==> config.mk <==
export PLATFORM = sky130hd
export DESIGN_NAME = arp_cache_and_responder_top
export DESIGN_NICKNAME = d
export VERILOG_FILES = /design/src/arpc_pkg.sv /design/src/arpc_ram.sv /design/src/arp_cache_and_responder_top.sv
export SDC_FILE = /design/constraint.sdc
export NUM_CORES = 2
export LEC_CHECK = 0
export CAP_MARGIN = 25
export CORE_ASPECT_RATIO = 1.25
export CORE_MARGIN = 2
export CORE_UTILIZATION = 60
export CTS_CLUSTER_SIZE = 14
export DETAILED_ROUTE_END_ITERATION = 12
export DONT_BUFFER_PORTS = 1
export GPL_ROUTABILITY_DRIVEN = 0
export PLACE_DENSITY_LB_ADDON = 0.1
export SETUP_SLACK_MARGIN = 0.15
export SLEW_MARGIN = 20
export SYNTH_ARGS = -nofsm -noshare
export SYNTH_HDL_FRONTEND = slang
export SYNTH_HIERARCHICAL = 1
export SYNTH_SLANG_ARGS = --single-unit
==> constraint.sdc <==
create_clock -name clk -period 18.9 [get_ports clk]
set_clock_uncertainty 0.2 [all_clocks]
set_input_delay 5.67 -clock clk [delete_from_list [all_inputs] [get_ports clk]]
set_output_delay 5.67 -clock clk [all_outputs]
set_load 0.01 [all_outputs]
==> src/arpc_pkg.sv <==
`default_nettype none

package arpc_pkg;

	// Table size default
	localparam int unsigned ENTRIES_DEFAULT = 16;

	// Field widths
	localparam int unsigned IP_W   = 32;
	localparam int unsigned MAC_W  = 48;
	localparam int unsigned STAT_W = 3;
	localparam int unsigned OP_W   = 2;
	localparam int unsigned CFG_W  = 48;

	// Item operation codes
	localparam logic [OP_W-1:0] OP_LOOKUP  = 2'd0;
	localparam logic [OP_W-1:0] OP_RX      = 2'd1;
	localparam logic [OP_W-1:0] OP_REQUEST = 2'd2;

	// Result status codes
	localparam logic [STAT_W-1:0] STAT_MISS    = 3'd0;
	localparam logic [STAT_W-1:0] STAT_HIT     = 3'd1;
	localparam logic [STAT_W-1:0] STAT_DROP    = 3'd2;
	localparam logic [STAT_W-1:0] STAT_CACHED  = 3'd3;
	localparam logic [STAT_W-1:0] STAT_REPLY   = 3'd4;
	localparam logic [STAT_W-1:0] STAT_REQUEST = 3'd5;

	// Configuration register indexes
	localparam logic CFG_OWN_IP  = 1'b0;
	localparam logic CFG_OWN_MAC = 1'b1;

	// ARP header checks
	localparam logic [15:0] ARP_MIN_LEN   = 16'd28;
	localparam logic [15:0] ARP_HTYPE_ETH = 16'd1;
	localparam logic [15:0] ARP_PTYPE_IP4 = 16'h0800;
	localparam logic [7:0]  ARP_HLEN      = 8'd6;
	localparam logic [7:0]  ARP_PLEN      = 8'd4;
	localparam logic [15:0] ARP_OPER_REQ  = 16'd1;

	// Sequencer states
	typedef enum logic [1:0] {
		ST_IDLE,
		ST_SCAN,
		ST_UPDATE,
		ST_DONE
	} state_t;

endpackage

`default_nettype wire

==> src/arpc_ram.sv <==
`default_nettype none

module arpc_ram #(
	parameter int unsigned WIDTH = 8,
	parameter int unsigned DEPTH = 16,
	localparam int unsigned AW = (DEPTH > 1) ? $clog2(DEPTH) : 1
) (
	input  wire logic             clk,
	input  wire logic             we,
	input  wire logic [AW-1:0]    waddr,
	input  wire logic [WIDTH-1:0] wdata,
	input  wire logic             re,
	input  wire logic [AW-1:0]    raddr,
	output logic      [WIDTH-1:0] rdata
);

	logic [WIDTH-1:0] mem [DEPTH];

	// Single write port, registered read port
	always_ff @(posedge clk) begin
		if (we) begin
			mem[waddr] <= wdata;
		end
		if (re) begin
			rdata <= mem[raddr];
		end
	end

endmodule

`default_nettype wire

==> src/arp_cache_and_responder_top.sv <==
// Flow: a lookup, or a received packet that passes the header checks, scans the table
// after the input transfer (one table read per cycle over every slot), then an update state
// writes the entry back for a received packet and forms the result; a dropped packet, a send
// request or an unused op goes straight to the result. One item at a time: input reopens
// the cycle after the result is registered into the output, which waits while it is stalled.
// Reset: asynchronous, active low; all table entries invalid, own_ip cleared, no result held.
`default_nettype none

module arp_cache_and_responder_top #(
	parameter int unsigned ENTRIES = arpc_pkg::ENTRIES_DEFAULT
) (
	input  wire logic                          clk,
	input  wire logic                          arst_n,
	// Configuration
	input  wire logic                          cfg_we,
	input  wire logic                          cfg_index,
	input  wire logic [arpc_pkg::CFG_W-1:0]    cfg_data,
	// Input channel
	input  wire logic                          in_valid,
	output logic                               in_stall,
	input  wire logic [arpc_pkg::OP_W-1:0]     op,
	input  wire logic [arpc_pkg::IP_W-1:0]     tgt_ip,
	input  wire logic [15:0]                   frame_length,
	input  wire logic [15:0]                   hw_type,
	input  wire logic [15:0]                   proto_type,
	input  wire logic [7:0]                    hw_len,
	input  wire logic [7:0]                    proto_len,
	input  wire logic [15:0]                   operation,
	input  wire logic [arpc_pkg::MAC_W-1:0]    sender_mac,
	input  wire logic [arpc_pkg::IP_W-1:0]     sender_ip,
	// Output channel
	output logic                               out_valid,
	input  wire logic                          out_stall,
	output logic      [arpc_pkg::STAT_W-1:0]   status,
	output logic      [arpc_pkg::MAC_W-1:0]    mac_value,
	output logic      [arpc_pkg::IP_W-1:0]     ip_value
);

	localparam int unsigned AW     = (ENTRIES > 1) ? $clog2(ENTRIES) : 1;
	localparam int unsigned CNT_W  = AW + 1;
	localparam int unsigned ENT_W  = arpc_pkg::IP_W + arpc_pkg::MAC_W;
	localparam logic [AW-1:0]    LAST_IDX = AW'(ENTRIES - 1);
	localparam logic [CNT_W-1:0] CNT_END  = CNT_W'(ENTRIES);

	arpc_pkg::state_t state_q, state_d;

	logic                          in_xfer;
	logic                          pkt_ok;
	logic                          ram_re, ram_we, load_out;
	logic [ENT_W-1:0]              ram_rdata;
	logic [arpc_pkg::IP_W-1:0]     ram_ip;
	logic [arpc_pkg::MAC_W-1:0]    ram_mac;
	logic [AW-1:0]                 wr_idx;
	logic                          ent_match, ent_cand, scan_last;

	logic [ENTRIES-1:0]            valid_q;
	logic [CNT_W-1:0]              rd_cnt_q;
	logic                          rd_s1;
	logic [AW-1:0]                 idx_s1;
	logic                          found_q;
	logic [AW-1:0]                 found_idx_q;
	logic [arpc_pkg::MAC_W-1:0]    hit_mac_q;
	logic                          lookup_q, reply_q;
	logic [arpc_pkg::IP_W-1:0]     key_q;
	logic [arpc_pkg::MAC_W-1:0]    smac_q;
	logic [arpc_pkg::STAT_W-1:0]   res_status_q;
	logic [arpc_pkg::MAC_W-1:0]    res_mac_q;
	logic [arpc_pkg::IP_W-1:0]     res_ip_q;
	logic [arpc_pkg::IP_W-1:0]     own_ip_q;
	logic                          out_valid_q;
	logic [arpc_pkg::STAT_W-1:0]   out_status_q;
	logic [arpc_pkg::MAC_W-1:0]    out_mac_q;
	logic [arpc_pkg::IP_W-1:0]     out_ip_q;

	// Header checks on the incoming packet
	assign pkt_ok = (frame_length >= arpc_pkg::ARP_MIN_LEN)
		&& (hw_type == arpc_pkg::ARP_HTYPE_ETH)
		&& (proto_type == arpc_pkg::ARP_PTYPE_IP4)
		&& (hw_len == arpc_pkg::ARP_HLEN)
		&& (proto_len == arpc_pkg::ARP_PLEN);

	assign in_xfer = in_valid && !in_stall;

	// Table: {ip, mac} per slot; valid bits kept in flops
	arpc_ram #(
		.WIDTH(ENT_W),
		.DEPTH(ENTRIES)
	) u_table (
		.clk  (clk),
		.we   (ram_we),
		.waddr(wr_idx),
		.wdata({key_q, smac_q}),
		.re   (ram_re),
		.raddr(rd_cnt_q[AW-1:0]),
		.rdata(ram_rdata)
	);

	assign ram_ip  = ram_rdata[ENT_W-1 -: arpc_pkg::IP_W];
	assign ram_mac = ram_rdata[arpc_pkg::MAC_W-1:0];

	// Slot compare on returned read data
	assign ent_match = valid_q[idx_s1] && (ram_ip == key_q);
	assign ent_cand  = lookup_q ? ent_match : (!valid_q[idx_s1] || (ram_ip == key_q));
	assign scan_last = rd_s1 && (idx_s1 == LAST_IDX);

	// Insert slot: first free or same-IP slot, else slot 0
	assign wr_idx = found_q ? found_idx_q : '0;

	// Next state
	always_comb begin
		state_d = state_q;
		case (state_q)
			arpc_pkg::ST_IDLE: begin
				if (in_xfer) begin
					if (op == arpc_pkg::OP_LOOKUP || (op == arpc_pkg::OP_RX && pkt_ok)) begin
						state_d = arpc_pkg::ST_SCAN;
					end else begin
						state_d = arpc_pkg::ST_DONE;
					end
				end
			end
			arpc_pkg::ST_SCAN: begin
				if (scan_last) begin
					state_d = arpc_pkg::ST_UPDATE;
				end
			end
			arpc_pkg::ST_UPDATE: begin
				state_d = arpc_pkg::ST_DONE;
			end
			arpc_pkg::ST_DONE: begin
				if (load_out) begin
					state_d = arpc_pkg::ST_IDLE;
				end
			end
			default: begin
				state_d = arpc_pkg::ST_IDLE;
			end
		endcase
	end

	// State outputs
	always_comb begin
		in_stall = 1'b1;
		ram_re   = 1'b0;
		ram_we   = 1'b0;
		load_out = 1'b0;
		case (state_q)
			arpc_pkg::ST_IDLE: begin
				in_stall = 1'b0;
			end
			arpc_pkg::ST_SCAN: begin
				ram_re = (rd_cnt_q != CNT_END);
			end
			arpc_pkg::ST_UPDATE: begin
				ram_we = !lookup_q;
			end
			arpc_pkg::ST_DONE: begin
				load_out = !out_valid_q || !out_stall;
			end
			default: begin
				in_stall = 1'b1;
			end
		endcase
	end

	// Control registers
	always_ff @(posedge clk or negedge arst_n) begin
		if (!arst_n) begin
			state_q     <= arpc_pkg::ST_IDLE;
			valid_q     <= '0;
			rd_cnt_q    <= '0;
			rd_s1       <= 1'b0;
			found_q     <= 1'b0;
			out_valid_q <= 1'b0;
			own_ip_q    <= '0;
		end else begin
			state_q <= state_d;
			rd_s1   <= ram_re;
			if (in_xfer) begin
				rd_cnt_q <= '0;
				found_q  <= 1'b0;
			end else begin
				if (ram_re) begin
					rd_cnt_q <= rd_cnt_q + CNT_W'(1);
				end
				if (rd_s1 && ent_cand) begin
					found_q <= 1'b1;
				end
			end
			if (ram_we) begin
				valid_q[wr_idx] <= 1'b1;
			end
			if (load_out) begin
				out_valid_q <= 1'b1;
			end else if (!out_stall) begin
				out_valid_q <= 1'b0;
			end
			// own_mac only feeds frame building outside this block
			if (cfg_we && cfg_index == arpc_pkg::CFG_OWN_IP) begin
				own_ip_q <= cfg_data[arpc_pkg::IP_W-1:0];
			end
		end
	end

	// Item, scan and result payload
	always_ff @(posedge clk) begin
		idx_s1 <= rd_cnt_q[AW-1:0];
		if (rd_s1 && ent_cand && !found_q) begin
			found_idx_q <= idx_s1;
			hit_mac_q   <= ram_mac;
		end
		if (in_xfer) begin
			lookup_q <= (op == arpc_pkg::OP_LOOKUP);
			key_q    <= (op == arpc_pkg::OP_LOOKUP) ? tgt_ip : sender_ip;
			smac_q   <= sender_mac;
			reply_q  <= (tgt_ip == own_ip_q) && (operation == arpc_pkg::ARP_OPER_REQ);
			res_mac_q <= '0;
			if (op == arpc_pkg::OP_REQUEST) begin
				res_status_q <= arpc_pkg::STAT_REQUEST;
				res_ip_q     <= tgt_ip;
			end else begin
				res_status_q <= arpc_pkg::STAT_DROP;
				res_ip_q     <= '0;
			end
		end
		if (state_q == arpc_pkg::ST_UPDATE) begin
			if (lookup_q) begin
				res_status_q <= found_q ? arpc_pkg::STAT_HIT : arpc_pkg::STAT_MISS;
				res_mac_q    <= found_q ? hit_mac_q : '0;
				res_ip_q     <= '0;
			end else begin
				res_status_q <= reply_q ? arpc_pkg::STAT_REPLY : arpc_pkg::STAT_CACHED;
				res_mac_q    <= reply_q ? smac_q : '0;
				res_ip_q     <= reply_q ? key_q : '0;
			end
		end
		if (load_out) begin
			out_status_q <= res_status_q;
			out_mac_q    <= res_mac_q;
			out_ip_q     <= res_ip_q;
		end
	end

	assign out_valid = out_valid_q;
	assign status    = out_status_q;
	assign mac_value = out_mac_q;
	assign ip_value  = out_ip_q;

`ifndef SYNTHESIS
	// A transfer always starts work on the item
	a_xfer_busy: assert property (@(posedge clk) disable iff (!arst_n)
		in_xfer |=> (state_q != arpc_pkg::ST_IDLE))
		else $error("item transfer did not leave idle");

	// Table writes only at the end of a packet scan
	a_we_update: assert property (@(posedge clk) disable iff (!arst_n)
		ram_we |-> (state_q == arpc_pkg::ST_UPDATE && !lookup_q))
		else $error("table write outside update");

	// Entries are never invalidated once filled
	a_valid_grow: assert property (@(posedge clk) disable iff (!arst_n)
		1'b1 |=> ($countones(valid_q) >= $countones($past(valid_q))))
		else $error("valid entry lost");

	// No read is issued past the last slot
	a_rd_bound: assert property (@(posedge clk) disable iff (!arst_n)
		ram_re |-> (rd_cnt_q < CNT_END))
		else $error("table read beyond depth");
`endif

endmodule

`default_nettype wire
# Word level (Yosys, flattened, before mapping)
# Memories as Yosys holds them, arrays and structs flattened. A register that Yosys moved wholly into a read port is not among the register bits.
# Index checks and enable logic that the tools add are counted.
[classes]
addsub = 1
multipliers = 0
div = 0
n_lt_le_gt_ge = 4
eq_ne = 18
shifts = 0
mux = 40
n_bitwise = 2
n_reduce_logical = 27
[ops]
columns = ["op", "count"]
rows = [
  ["2-to-1 mux 48 bit", 5],
  ["2-to-1 mux 32 bit", 6],
  ["== test 32 bit", 2],
  ["== test 16 x 1 -> 1 bit (second input constant)", 2],
  ["== test 16 x 12 -> 1 bit (second input constant)", 1],
  ["== test 8 x 3 -> 1 bit (second input constant)", 2],
  [">= comparator 16 x 5 -> 1 bit (second input constant)", 1],
  ["OR 16 bit", 1],
  ["2-to-1 mux 3 bit", 5],
  ["2-to-1 mux 1 bit", 14],
  ["logical AND 1 bit", 13],
  ["less-than comparator 4 x 5 -> 1 bit (second input constant)", 2],
  ["2-to-1 mux 5 bit", 2],
  ["2-to-1 mux 2 bit", 4],
  ["case mux 2 bit (4 select lines)", 1],
  ["== test 2 bit (second input constant)", 3],
  ["inequality test 2 bit (second input constant)", 3],
  ["nonzero test 2 bit", 3],
  ["adder 5 x 1 -> 5 bit (second input constant)", 1],
  ["zero test 1 bit", 5],
  ["inequality test 5 bit (second input constant)", 1],
  ["binary-select mux 1 bit (select 4 bit)", 1],
  ["demux 1 bit (select 4 bit)", 1],
  ["== test 2 x 1 -> 1 bit (second input constant)", 2],
  ["8 further kinds", 11],
]
[word_totals]
reg_bits = 362
latchBits = 0
ram_bits = 1280
rom_bits = 0
input_bits = 248
memories = 1
[memory_table]
columns = ["memory", "depth", "width", "read_ports", "rd_ports_with_merged_regs", "wr", "line", "source"]
rows = [
  ["u_table.mem", 16, 80, 1, 1, 1, "arpc_ram.sv:17", "logic [WIDTH-1:0] mem [DEPTH];"],
]

# Longest topological paths before layout
[logic_depth]
depth_word = 10
depth_mapped = 7
ltp_nobuf = 7

# Hierarchy
# Netlist, hierarchy kept.
[modules_own_cells]
columns = ["mod", "instances", "cells_per_inst", "area_per_inst_um2"]
rows = [
  ["arpc_ram", 1, 2054, 50223.2],
  ["arp_cache_and_responder_top", 1, 747, 13700.6],
]

# Worst setup path after synthesis
# Ideal clock, no wire load.
[synth_path]
path_type = "input port to flip-flop"
startpoint = "in out_stall"
endpoint = "reg out_ip_q, in the netlist ip_value[0], enable pin"
t_arrival_ns = 11.700
t_required_ns = 18.050
path_slack_ns = 6.350
stages = 1
path_buffers = 0
cell_sequence = "a21boi_0"
[synth_via]
elab_chain_len = 3
[synth_rtl]
columns = ["item", "line", "source"]
rows = [
  ["from (decl)", "arp_cache_and_responder_top.sv:33", "input wire logic out_stall,"],
  ["zero test 1 bit", "n/a", ""],
  ["logical OR 1 bit", "arp_cache_and_responder_top.sv:158", "load_out = !out_valid_q || !out_stall;"],
  ["2-to-1 mux 1 bit", "arp_cache_and_responder_top.sv:147", "case (state_q)"],
  ["to (signal assigned)", "arp_cache_and_responder_top.sv:240", "out_ip_q <= res_ip_q;"],
  ["to (decl)", "arp_cache_and_responder_top.sv:73", "logic [arpc_pkg::IP_W-1:0] out_ip_q;"],
]
# No other way between the ends.
# A chain may end at the register's enable or synchronous reset.

# Worst setup path after layout
[layout_path]
startpoint = "reg state_q[0]"
endpoint = "out in_stall"
[layout_via]
elab_chain_len = 2
[layout_rtl]
columns = ["item", "line", "source"]
rows = [
  ["from (decl)", "arp_cache_and_responder_top.sv:45", "arpc_pkg::state_t state_q, state_d;"],
  ["from (signal assigned)", "arp_cache_and_responder_top.sv:169", "state_q <= arpc_pkg::ST_IDLE;"],
  ["from (signal assigned)", "arp_cache_and_responder_top.sv:177", "state_q <= state_d;"],
  ["zero test 2 bit", "arp_cache_and_responder_top.sv:147", ""],
  ["2-to-1 mux 1 bit", "arp_cache_and_responder_top.sv:147", ""],
  ["to (decl)", "arp_cache_and_responder_top.sv:20", "output logic in_stall,"],
]
# No other way between the ends.

==> flow_summary.toml <==
[power_and_ir_drop]
clock_power_share = 0.298
intPower_mw = 7.43
leakage_nw = 22.2
powerDensity_mw_per_mm2 = 144
peakVddDrop_mv = 0.116
swShare = 0.270
p_sw_mw = 2.75
pwr-share-comb = 0.194
seqPwrFrac = 0.508

[setup_path]
required_ps = 13030
start_kind = "flip-flop"
worst-path-max-fanout = 4
cp-end-kind = "output port"
crit_type = "reg -> out"
crit_arrival_ps = 1610

[global_routing]
grt-ovfl-total = 0
grt_pass1_wl_um = 206000
antenna_found_initial = 11
grt_max_degree = 157
grtUsageTotal = 0.267
grt_pass1_vias = 30500

[sta]
setup_viol = 0
timing.final.crit_share = 0.396
fin_setup_tns_ps = 0
max_freq_mhz = 134
slew_headroom = 0.249
slew_violations = 0
hold_ws_ps = 213
finalHoldViolCount = 0
layout_min_cycle_time_ps = 7480
rsz0062_at_grt = "false"
fin_ws_ps = 11420
worstMarginPinSlew_ps = 1130

[route]
avgRoutedWirePerCell_um = 32.3
ant_nets = 0
wl_um = 143000
viasPerCell = 6.68
firstDrtPassIters = 7
drtIter0Drc = 3088
drcViolationCount = 0
num_vias = 29600

[status]
status = "complete, no violations"

[clock_tree]
postCtsSetupBuffers = 0
holdBufCountCts = 0
cts-htree-levels = 4
clock_latency_ps = 770
clk_path_buf_depth = 3
cts-root-buf = "clkbuf_16"
postCtsResizedCells = 0
tritoncts = "built"
clk_pin_slew_ps = 60
clock-sinks = 1722
cts_buffers = 159

[yosys]
synth_area_leaders = "edfxtp_1 (78%), mux4_2 (11%), dfrtp_1 (2.3%), a22oi_1 (1.9%), a22o_1 (1.1%)"
yosysWarnings = 6
yosysTopAreaCellShare = 0.780
synth_edf_count = 1660
ys_seq_elements = 1722
synth_top_cell_by_area = "edfxtp_1"
ys.flop_type = "edfxtp_1"
synth.distinct_cells = 50
syn_area_per_cell_um2 = 22.8
async_flop_share = 0.0337
yosysMostFrequentCell = "edfxtp_1"
ys_seq_area_frac = 0.804
syn-cell-area_mm2 = 0.0639
ys_top_cells_by_count = "edfxtp_1 (1,660), mux4_2 (320), a22oi_1 (161)"
synth_fp_nets = 3056
synth_cells = 2801

[finish]
syn_to_final_growth_pct = 10.6
post-route-util = 0.670
nNetsFinal = 3146
layout-drive-gt1-share = 0.231

[die]
pin_count = 333
die_area_mm2 = 0.109
start_util = 0.606
fp.dieH_um = 369
placementRows = 133
die_w_um = 296
core_area_mm2 = 0.106

[placed_design]
port_buffers = 0
dp_slack_ps = 10980
hpwl_um = 71900

[flow_run]
drv_cap = 0

[hold_path]
hp-class = "reg -> reg"
[sequential cells by signal (all words and copies together) (netlist names), 5 cells and up]
signal / cells
key_q: 32
hit_mac_q: 48
ip_value: 32
valid_q: 16
u_table/mem: 1280
res_mac_q: 48
own_ip_q: 32
res_ip_q: 32
u_table/rdata: 80
mac_value: 48
smac_q: 48
rd_cnt_q: 5
[worst paths after layout]
check                             start                   to  slack [ps]  depth (start not counted)
max                          state_q[0]             in_stall       11420                          3
min                        res_ip_q[22]         ip_value[22]         210                          0
max reg2reg                  state_q[0]  u_table/mem[11][17]       13970                          7
min reg2reg                res_ip_q[22]         ip_value[22]         210                          0
max in group asynchronous        arst_n         own_ip_q[21]       13950                          0
min in group asynchronous        arst_n          rd_cnt_q[1]        4410                          0
[per-layer routing]
layer | up-vias | GRT usage | wire length [um]
li1 | 12000 | - | -
met1 | 16000 | 0.373 | 55700
met2 | 1438 | 0.436 | 71800
met3 | 221 | 0.0475 | 12000
met4 | 10 | 0.0858 | 3770
met5 | - | 0 | 75
[logic make-up (layout without fill, tap and decap cells)]
family / count (synthesis) / in the layout / share of synthesized area
DFF: 1722 / 1722 / 0.804
muxes: 392 / 392 / 0.126
AOI/OAI and AO/OA: 271 / 271 / 0.0333
and+or+nand+nor: 198 / 198 / 0.0151
buffers and inverters: 143 / 355 / 0.0108
xor gates and xnor gates: 68 / 68 / 0.00932
adders and majority gates: 7 / 7 / 0.00137
other: 0 / 7 / 0
[cell usage in the layout (no fill, tap or decap), types with 6 or more instances in the layout]
| master | count |
|---|---|
| edfxtp_1 | 1660 |
| mux4_2 | 320 |
| clkbuf_16 | 165 |
| a22oi_1 | 161 |
| nand2_1 | 91 |
| a22o_1 | 80 |
| mux2_2 | 61 |
| buf_4 | 57 |
| dfrtp_1 | 56 |
| xnor2_1 | 37 |
| clkinv_1 | 36 |
| clkbuf_1 | 35 |
| xor2_1 | 31 |
| clkinv_2 | 24 |
| nor4_1 | 23 |
| nand4_1 | 15 |
| nor2_4 | 14 |
| inv_1 | 8 |
| nor2_1 | 8 |
| o21bai_1 | 8 |
| diode_2 | 7 |
| nand3_1 | 7 |
| ha_1 | 7 |
| bufinv_16 | 7 |
| clkbuf_8 | 6 |
[through the flow]
stage	power [mW]	cells	instance area (um2)
5_1_grt	10.6	4434	70700
2_1_floorplan	6.65	2801	63900
4_1_cts	10.3	4427	70600
6_report	10.2	4437	70700
3_5_place_dp	7.24	4144	65700
3_3_place_gp	7.17	4144	65700
[power by group through the flow]
stage                     clock (mW)  combinational, mW  sequential [mW]
final                           3.03               1.97             5.18
after CTS                       3.09               1.97             5.20
after floorplan                    0               1.49             5.16
after global placement             0               1.93             5.25
after global routing            3.24               2.12             5.23
after detailed placement           0               1.96             5.28
[layout make-up]
class	instances	area (um2)
tap	1417	1770
clock buffer	206	4340
multi-input combinational	936	12000
inverter	9	36.3
sequential	1722	51400
antenna	7	17.5
fill	6640	34800
timing repair buffer	63	556
clock inverter	77	556
[critical path, cell delays in order (launching register included)]
cell and delay [ps]:
dfrtp_1 370, inv_1 100, ha_1 220, inv_1 160
Power figures use the tool's default switching activity.
